**config.mk**
```make
export PLATFORM = sky130hd
export DESIGN_NAME = sst_ram
export DESIGN_NICKNAME = d
export VERILOG_FILES = /design/src/rtl/sst_ram.sv
export SDC_FILE = /design/constraint.sdc
export NUM_CORES = 1
export LEC_CHECK = 0
export BUFFER_PORTS_ARGS = -buffer_cell sky130_fd_sc_hd__clkbuf_2
export CAP_MARGIN = 20
export CORE_MARGIN = 8
export CORE_UTILIZATION = 55
export CTS_CLUSTER_DIAMETER = 80
export DETAILED_ROUTE_END_ITERATION = 12
export HOLD_SLACK_MARGIN = 0.06
export PLACE_DENSITY = 0.73
export SKIP_LAST_GASP = 1
export SLEW_MARGIN = 20
export SYNTH_ARGS = -nofsm -noshare
export SYNTH_HDL_FRONTEND = slang
export SYNTH_SLANG_ARGS = --single-unit
```
**constraint.sdc**
```tcl
create_clock -name clk -period 5 [get_ports clk]
set_input_delay 1 -clock clk [delete_from_list [all_inputs] [get_ports clk]]
set_output_delay 1 -clock clk [all_outputs]
set_load 0.01 [all_outputs]
```
**src/rtl/sst_ram.sv**
```systemverilog
// Generic single-port-write, single-port-read RAM with registered read.
module sst_ram #(
  parameter int WIDTH = 8,
  parameter int DEPTH = 16
) (
  input  logic                     clk,
  input  logic                     we,
  input  logic [$clog2(DEPTH)-1:0] waddr,
  input  logic [WIDTH-1:0]         wdata,
  input  logic                     re,
  input  logic [$clog2(DEPTH)-1:0] raddr,
  output logic [WIDTH-1:0]         rdata
);

  logic [WIDTH-1:0] mem [DEPTH];

  always_ff @(posedge clk) begin
    if (we) begin
      mem[waddr] <= wdata;
    end
    if (re) begin
      rdata <= mem[raddr];
    end
  end

endmodule
```
==> metrics.txt, run 1 <==
synthesized area 5230 sq um; count of final hold-check violations 0; Power per Cell Area 413 nW/um^2; slew margin rel. 33.6%; Post-Route Skew 8.03 ps; Setup CP Type in2reg; VDD IR max 0.000177 V; first-pass GRT wire length 15.1 mm; WP data arrival 2900 ps; worst min-delay path startpoint mem[7][3]; Synth top area share 78.1%; top cells by area in the synthesized netlist edfxtp_1 78%, mux4_2 7.8%, mux4_1 7.0%; FFs w/ async S/R, synth 0%; Worst Setup SP raddr[0]; setup tns final 0 ps; slowest stage delay, CP 630 ps; nets@finish 287; ys flop type edfxtp_1; post-layout min period 2650 ps; port bufs 26; crit path launch type input port; Die Footprint 12900 sq um; Worst EP required 5260 ps; syn_nets 248; leakage 1.98 nW; Avg WL per Cell 23.9 um; Placeable Area 9240 sq um; r2r setup slk 3450 ps; Antenna Violating Nets Remaining 0; CTS max path bufs 2; fraction of synthesized area in multiplexers 14.8%; Synth Area in Adders 0%; Top delay family on crit path buffers and inverters; largest family of logic cells by synthesized area multiplexers; Post-Synth XOR/XNOR Area 0%; via count 2419; Via-to-Cell Ratio 5.93; root buffer cell clkbuf_8; outcome finished clean; FF-to-FF path depth 3; fmax 378 MHz; RSZ-0062 raised after global routing false; r2r startpoint mem[2][7]; critical path capture point type flop; hold endpoint rdata[3]; simple-gate share of the synthesized area 3.14%; Area growth, synth to finish 14.3%; Worst-Skew Late Latency 510 ps; Initial Util 56.6%; total wire length 9.76 mm; Max-Cap Viols 0; Compound-Gate Fraction of Synth Area 2.30%; Cell variety after synth 18; Iter 0 DRT Violations 219; post-CTS setup buffers 0; Final Max Slew Viols 0; cts-stage hold buffer count 0; sequential share of the synthesized area 78.1%; count of final setup violators 0; worst hold path class reg2reg; post-CTS sizing 0; first-pass iteration count of the detailed router 4; die height 113 um; Tot GR Track Use 16.4%; pin count of the biggest net entering global routing 33; H-tree depth 4; Die X 113 um; Synth Register Bits 136; largest area contributor in the netlist edfxtp_1; Worst Max-Slew Pin Slew 992 ps; initial antenna violation count 0; total grt overflow 0; Synth Warn # 0; floorplan row count 35; Slowest cell on crit path clkbuf_2; Cells after Synth 229; Synth Area per Inst 22.8 sq um; Hold Crit Depth 3; vias in the first global route 2639; worst setup margin 2350 ps; DR DRC count 0; Clk pin slew, worst setup/hold paths 60 ps; fin util 64.7%; I/O pin cnt 27; Num CTS Buffers 17; n_diodes 0; CTS tree done; worst r2r dst rdata[7]; clk sinks 136; critical-path cell list clkbuf_2 > buf_4 > mux4_1 > a22oi_1 > nand2_1; Worst Path Max Fanout 23; fraction of layout cells with a size suffix above 1 27.2%; Post-synth EDFFs 136; Post-DP HPWL 6.06 mm; Bufs and invs on worst path 2; final worst-path cycle share 52.9%; dpl ws 1740 ps; global placer's final weighted congestion 0.739
==> cells by family after synthesis <==
| kind of cell | after synthesis |
|---|---|
| flip-flops | 136 |
| AND/OR/NAND/NOR | 35 |
| multiplexers | 32 |
| AO/OA/AOI/OAI | 16 |
| buffers and inverters | 10 |
==> per-stage QoR <==
stage	hold WS (ps)	area [sq um]	power, mW	std cells
4_1_cts	752	5980	2.48	408
2_1_floorplan	705	5230	1.38	229
6_report	748	5980	2.47	408
5_1_grt	807	5980	2.54	408
3_5_place_dp	737	5470	1.43	378
3_3_place_gp	727	5470	1.42	378
==> cell usage in the layout (no fill, tap or decap) <==
master / count
nand2_1: 9
clkinv_1: 1
nor3_1: 3
nand2b_1: 2
clkinv_4: 1
clkinvlp_4: 2
or3b_2: 1
clkbuf_1: 3
and2_1: 1
clkbuf_2: 26
clkbuf_16: 16
and2b_1: 1
clkinv_2: 5
bufinv_16: 1
nand3_1: 1
nor2_1: 13
buf_4: 4
clkbuf_8: 1
edfxtp_1: 136
nor2b_1: 1
mux4_2: 18
a22oi_1: 16
nand3b_1: 2
nor3_2: 1
mux4_1: 14
==> tightest hold or removal path: stages, from the launching register on <==
cell and delay (ps):
edfxtp_1 310, mux4_1 210, a22oi_1 60, nand2_1 60
==> per-layer routing <==
| layer | track usage [%] | part of all wire, % | vias up |
|---|---|---|---|
| li1 | - | - | 1061 |
| met1 | 20.8 | 43 | 1243 |
| met2 | 25.0 | 49 | 90 |
| met3 | 4.65 | 5.2 | 25 |
| met4 | 8.97 | 2.9 | 0 |
| met5 | 0 | 0 | - |
==> registers in the layout, indices dropped and copies added, names as in the netlist <==
signal and count:
mem 128, rdata 8
==> report_power, final <==
group | switching (mW) | total, mW | internal (mW)
Clock | 0.421 | 1.07 | 0.646
Sequential | 0.00661 | 1.29 | 1.29
Combinational | 0.0666 | 0.112 | 0.0451
==> worst max path at each step <==
stage	to	slack, ps	cells after the start
floorplan	mem[0][0]	2510	2
global placement	rdata[2]	1790	5
detailed placement	rdata[2]	1740	5
CTS	rdata[2]	2280	5
global route	rdata[0]	2190	5
finish	rdata[2]	2350	5
==> cell type report <==
cell class / instances / area (sq um)
clock buffers: 20 / 425
clock inverters: 10 / 82.6
fillers: 590 / 3260
multi-input cells: 83 / 1060
flip-flops and latches: 136 / 4080
well taps: 129 / 161
repair buffers: 30 / 160
==> synth_stat cells, types with 2 or more instances <==
master,count
nand2b_1,2
a22oi_1,16
nand2_1,9
mux4_1,14
buf_6,3
clkdlybuf4s25_2,3
mux4_2,18
nor3_1,4
nor2_1,13
edfxtp_1,136
nand3b_1,2
buf_2,3
(Power assumes the default switching activity.)
==> run 2, diff against run 1 <==
--- a/config.mk
+++ b/config.mk
@@ -5,6 +5,7 @@
 export SDC_FILE = /design/constraint.sdc
 export NUM_CORES = 1
 export LEC_CHECK = 0
+export ABC_AREA = 1
 export BUFFER_PORTS_ARGS = -buffer_cell sky130_fd_sc_hd__clkbuf_2
 export CAP_MARGIN = 20
 export CORE_MARGIN = 8
@@ -12,7 +13,7 @@
 export CTS_CLUSTER_DIAMETER = 80
 export DETAILED_ROUTE_END_ITERATION = 12
 export HOLD_SLACK_MARGIN = 0.06
-export PLACE_DENSITY = 0.73
+export PLACE_DENSITY = 0.75
 export SKIP_LAST_GASP = 1
 export SLEW_MARGIN = 20
 export SYNTH_ARGS = -nofsm -noshare
==> constraint.sdc (replaced) <==
create_clock -name clk -period 2.4 [get_ports clk]
set_input_delay 0.48 -clock clk [delete_from_list [all_inputs] [get_ports clk]]
set_output_delay 0.48 -clock clk [all_outputs]
set_load 0.01 [all_outputs]
==> run 2 against run 1 <==
Net effect:
- routed wire length increased by 28%
- largest power group is now the clock network
- global-route usage increased by 2.0 points
- die area increased by 10%
==> metrics.txt, run 2 <==
RSZ-0062 raised after global routing false; count of final setup violators 0 (unchanged); global placer's final weighted congestion 0.810 (+9.5%); cts-stage hold buffer count 0 (unchanged); setup tns final 0 ps (unchanged); Setup CP Type reg2out; ys flop type edfxtp_1; most common cell in the netlist nand2_1; n_diodes 0 (unchanged); dpl ws 527 ps (-1210 ps); I/O pin cnt 27 (unchanged); footprint of the multi-input gates 1210 sq um (+14%); Worst EP required 1920 ps (-3340 ps); worst setup margin 886 ps (-1470 ps); Die Footprint 14200 sq um (+10%); Tot GR Track Use 18.4% (+2.0 points); total power draw 5.93 mW (+140%); commonest non-fill, non-tap cells in the layout 173 x nand2_1, 136 x edfxtp_1, 100 x inv_1; Worst Max-Slew Pin Slew 760 ps (-232 ps); floorplan row count 37 (+5.7%); hold slack 291 ps (-457 ps); VDD IR max 0.000502 V (+180%); CTS tree done; Post-DP HPWL 7.53 mm (+24%); first-pass iteration count of the detailed router 6 (+2); worst min-delay path startpoint re; Max-Cap Viols 0 (unchanged); synthesized area 5850 sq um (+12%); FF-to-FF path depth 6 (+3); Avg WL per Cell 17.1 um (-28%); Crit. path cell count 1 (-4); slowest stage delay, CP 370 ps (-260 ps); top flop regs mem x128, rdata x8; critical-path cell list clkbuf_2; Clk pin slew, worst setup/hold paths 60 ps (about the same); WP data arrival 1030 ps (-1870 ps); Top delay family on crit path flip-flops; fillcell total 774 (+31%); root buffer cell clkbuf_8; worst hold path class in2reg; DR DRC count 0 (unchanged); Worst-Skew Late Latency 530 ps (+20 ps); outcome finished clean; largest register by flop count mem; sequential share of the synthesized area 69.8% (-8.3 points); fmax 660 MHz; port bufs 26 (unchanged); r2r setup slk 1210 ps (-2240 ps); nets@finish 600 (+110%); Power per Cell Area 880 nW/um^2 (+110%); critical path capture point type output pin; syn_nets 570 (+130%); top post-synthesis cells by count 173 x nand2_1, 136 x edfxtp_1, 100 x inv_1; via count 3873 (+60%); Slowest cell on crit path edfxtp_1; total grt overflow 0 (unchanged); total wire length 12.5 mm (+28%); Initial Util 56.6% (+0.061 points); Post-Route Skew 5.39 ps (-2.65 ps); die height 119 um (+4.9%); Cells after Synth 551 (+140%); largest area contributor in the netlist edfxtp_1; final worst-path cycle share 63.1%; FFs w/ async S/R, synth 0% (unchanged); vias in the first global route 3859 (+46%); Post-synth EDFFs 136 (unchanged); Bufs and invs on worst path 1 (-1); first-pass GRT wire length 19.8 mm (+32%); Via-to-Cell Ratio 5.31 (-11%); Num CTS Buffers 17 (unchanged); Hold Crit Depth 1 (-2); Worst Path Max Fanout 1 (-96%); Cell variety after synth 11 (-7); commonest non-fill, non-tap cell in the layout nand2_1; initial antenna violation count 0 (unchanged); count of final hold-check violations 0 (unchanged); H-tree depth 4 (unchanged); fraction of layout cells with a size suffix above 1 10.9% (-16 points); slew margin rel. 49.1% (+16 points); r2r startpoint mem[5][6]; post-layout min period 1510 ps; pin count of the biggest net entering global routing 65 (+97%); Placeable Area 10300 sq um (+12%); post-CTS setup buffers 0 (unchanged); register area 4080 sq um (unchanged); Die X 119 um (+4.9%); final non-filler cell total 730 (+79%); CTS max path bufs 2 (unchanged); leakage 2.91 nW (+47%); crit path launch type flop; Synth Warn # 0 (unchanged); Antenna Violating Nets Remaining 0 (unchanged); worst r2r dst rdata[6]; Area growth, synth to finish 15.1%; hold endpoint rdata[1]; Synth top area share 69.8% (-8.3 points); clk sinks 136 (unchanged); Synth Area per Inst 10.6 sq um (-54%); Iter 0 DRT Violations 366 (+67%); post-CTS sizing 0 (unchanged); top cells by area in the synthesized netlist edfxtp_1 70%, nand2_1 11%, nand3_1 8.3%; placed insts 698 (+85%); Synth Register Bits 136 (unchanged); Largest register FFs 128 (unchanged); Final Max Slew Viols 0 (unchanged)
==> run 2: cell types whose count changed in the layout (fill, tap and decap cells not counted), moves of 14 or more <==
cell | previous run | this run
a22oi_1 | 16 | 0
inv_1 | 0 | 100
mux4_1 | 14 | 0
mux4_2 | 18 | 0
nand2_1 | 9 | 173
nand3_1 | 1 | 97
==> run 2: layer usage <==
metal  up-vias  GRT usage (%)  share of wire, %
met5         -              0                 0
met4         0           9.41               2.9
met2       207           28.7                47
li1       1840              -                 -
met1      1786           23.3                40
met3        40           4.96               9.3
==> run 2: final cells by class <==
class / count / area share (%)
Clock inverter: 15 / 3.79
Multi-Input combinational cell: 289 / 18.0
Timing Repair Buffer: 35 / 3.12
Clock buffer: 17 / 6.15
Sequential cell: 136 / 60.7
Tap cell: 136 / 2.53
Inverter: 102 / 5.69
==> run 2: cells by family after synthesis <==
family / after synthesis / share of synthesized area (%)
and+or+nand+nor: 289 / 20.8
DFF: 136 / 69.8
buffers and inverters: 126 / 9.39
==> run 2: how the worst max path moves through the flow <==
stage                       endpoint     start  slack [ps]
after floorplan           mem[10][0]  waddr[2]         970
after global placement    mem[10][3]  waddr[2]         580
after detailed placement  mem[10][7]  waddr[2]         530
after CTS                   rdata[4]  rdata[4]         850
after global routing        rdata[2]  rdata[2]         840
final                       rdata[4]  rdata[4]         890
==> run 2: stage by stage <==
stage | util [%] | area, sq um
after CTS | 65.2 | 6730
after floorplan | - | 5850
final | 65.2 | 6730
after global routing | 65.2 | 6730
after global placement | 58.7 | 6060
after detailed placement | 58.7 | 6060
==> run 2: power breakdown <==
part	internal, mW	leakage (nW)	total, mW	switching, mW
Clock	1.99	0.322	2.92	0.930
Combinational	0.0878	1.35	0.319	0.231
Sequential	2.68	1.24	2.69	0.0131
Total	4.75	2.91	5.93	1.17
==> run 2: worst register-to-register path, delay by kind of cell, from the launching register on <==
kind	cells	cell delay (ps)
simple gates	5	500
flops	1	360
buf+inv	1	80
==> run 3, diff against run 2 <==
==> constraint.sdc (replaced) <==
create_clock -name clk -period 1.2 [get_ports clk]
set_input_delay 0.24 -clock clk [delete_from_list [all_inputs] [get_ports clk]]
set_output_delay 0.24 -clock clk [all_outputs]
set_load 0.01 [all_outputs]
==> run 3 against run 2 <==
Net effect:
- the flow now finishes with violations (negative setup slack)
- first-iteration DRC count is 14% higher
- sequential power is 100% higher
- combinational power is 130% higher
- setup slack worse by 1000 ps
- final cell count rose by 2.7%
- clock power grew 71%
- core utilization rose by 1.7 points
- critical path depth is the same
- critical path type unchanged
- critical endpoint is now rdata[3]
- largest power group is now sequential cells
==> metrics.txt, run 3 (same netlist as run 2, synthesis figures left out) <==
commonest non-fill, non-tap cells in the layout 172 x nand2_1, 136 x edfxtp_1, 100 x inv_1; critical path capture point type output pin; outcome complete, but fails checks; Bufs and invs on worst path 1 (unchanged); fraction of layout cells with a size suffix above 1 15.8% (+4.9 points); Iter 0 DRT Violations 418 (+14%); largest register by flop count mem; floorplan row count 37 (unchanged); Worst-Skew Late Latency 520 ps (about the same); initial antenna violation count 0 (unchanged); crit path launch type flop; Largest register FFs 128 (unchanged); fmax 747 MHz; total grt overflow 0 (unchanged); Slowest cell on crit path edfxtp_1; hold slack 112 ps (-180 ps); pin count of the biggest net entering global routing 33 (-49%); WP data arrival 1100 ps (+70 ps); CTS max path bufs 2 (unchanged); placed cell area 6280 sq um (+3.6%); worst hold path class in2reg; dpl ws -262 ps (-790 ps); port bufs 26 (unchanged); Die Footprint 14200 sq um (unchanged); RSZ-0062 raised after global routing true; first-pass GRT wire length 20.5 mm (+3.5%); Max-Cap Viols 0 (unchanged); Post-Route Skew 7.96 ps (+2.57 ps); CTS tree done; Placeable Area 10300 sq um (unchanged); Initial Util 56.6% (unchanged); die height 119 um (unchanged); Via-to-Cell Ratio 5.29 (-0.30%); leakage 3.01 nW (+3.6%); Avg WL per Cell 17.6 um (+2.5%); vias in the first global route 4018 (+4.1%); global placer's final weighted congestion 0.868 (+7.1%); count of final hold-check violations 0 (unchanged); Antenna Violating Nets Remaining 0 (unchanged); Clk pin slew, worst setup/hold paths 60 ps (about the same); Setup CP Type reg2out; via count 3967 (+2.4%); setup tns final -603 ps (-603 ps); n_diodes 0 (unchanged); Tot GR Track Use 19.1% (+0.69 points); total wire length 13.2 mm (+5.3%); failing checks negative setup slack; H-tree depth 4 (unchanged); cts-stage hold buffer count 0 (unchanged); Worst EP required 960 ps (-960 ps); nets@finish 621 (+3.5%); slew margin rel. 71.2% (+22 points); Post-DP HPWL 8.24 mm (+9.5%); post-layout min period 1340 ps; top flop regs mem x128, rdata x8; count of final setup violators 8 (+8); Final Max Slew Viols 0 (unchanged); Top delay family on crit path flip-flops; final worst-path cycle share 112%; Design Area, Final 6910 sq um (+2.6%); worst setup margin -138 ps (-1020 ps); Die X 119 um (unchanged); commonest non-fill, non-tap cell in the layout nand2_1; slowest stage delay, CP 420 ps (+50 ps); VDD IR max 0.000940 V (+87%); first-pass iteration count of the detailed router 5 (-1); Worst Max-Slew Pin Slew 432 ps (-328 ps); root buffer cell clkbuf_8; total power draw 11.1 mW (+87%); I/O pin cnt 27 (unchanged); clk sinks 136 (unchanged); Power per Cell Area 1610 nW/um^2 (+83%); critical-path cell list clkbuf_2; Area growth, synth to finish 18.1%; Num CTS Buffers 17 (unchanged); Worst Path Max Fanout 1 (unchanged); DR DRC count 0 (unchanged)
-- run 3: changes by cell type in the layout (fill, tap and decap cells not counted) --
cell / change
buf_4: +16
nand3_1: -10
nand3_2: +10
buf_12: +5
bufinv_16: -4
clkinv_2: +2
clkinv_1: -1
clkinvlp_4: +1
inv_6: +1
nand2_1: -1
nand2_2: +1
-- run 3: per-stage QoR --
stage / utilization [%] / instances
CTS: 66.4 / 750
detailed placement: 60.8 / 719
floorplan: - / 551
global route: 66.9 / 750
global placement: 60.8 / 719
finish: 66.9 / 750
-- run 3: area by class of cell --
class	count	area, sq um
Sequential cell	136	4080
Multi-Input combinational cell	289	1270
Inverter	102	383
Fill cell	757	3420
Clock buffer	17	414
Clock inverter	14	158
Tap cell	136	170
Timing Repair Buffer	56	430
-- run 3: what timing repair did --
action / 4_1_cts / 5_1_grt
endpoints found under the setup margin: 8 / 14
resized for setup: 0 / 11
pin swaps: 0 / 2
buffers inserted: 0 / 0
-- run 3: metal layers --
layer,vias up,track usage [%],routed length (um)
li1,1884,-,-
met2,154,31.4,6770
met5,-,0,0
met3,30,4.72,820
met4,0,10.2,353
met1,1899,22.8,5230
-- run 3: power breakdown --
part	switching [mW]	leakage, nW	internal [mW]
combinational	0.490	1.50	0.233
sequential	0.0302	1.24	5.35
clock	1.87	0.276	3.13
total	2.39	3.01	8.71
-- run 3: worst register-to-register path, cell delays in order, from the launching register on --
cell and delay (ps):
edfxtp_1 380, nand2_1 110, nand2_1 70, nand2_1 80, nand3_2 90, nand3_2 110, nand2_2 80
-- run 3: worst paths after layout --
check                           startpoint  endpoint  slack, ps  cells after the start
worst max-delay path              rdata[3]  rdata[3]       -140                      1
worst min-delay path              raddr[3]  rdata[2]        110                      3
worst max register to register   mem[6][7]  rdata[7]         20                      6
worst min register to register  mem[12][5]  rdata[5]        750                      6
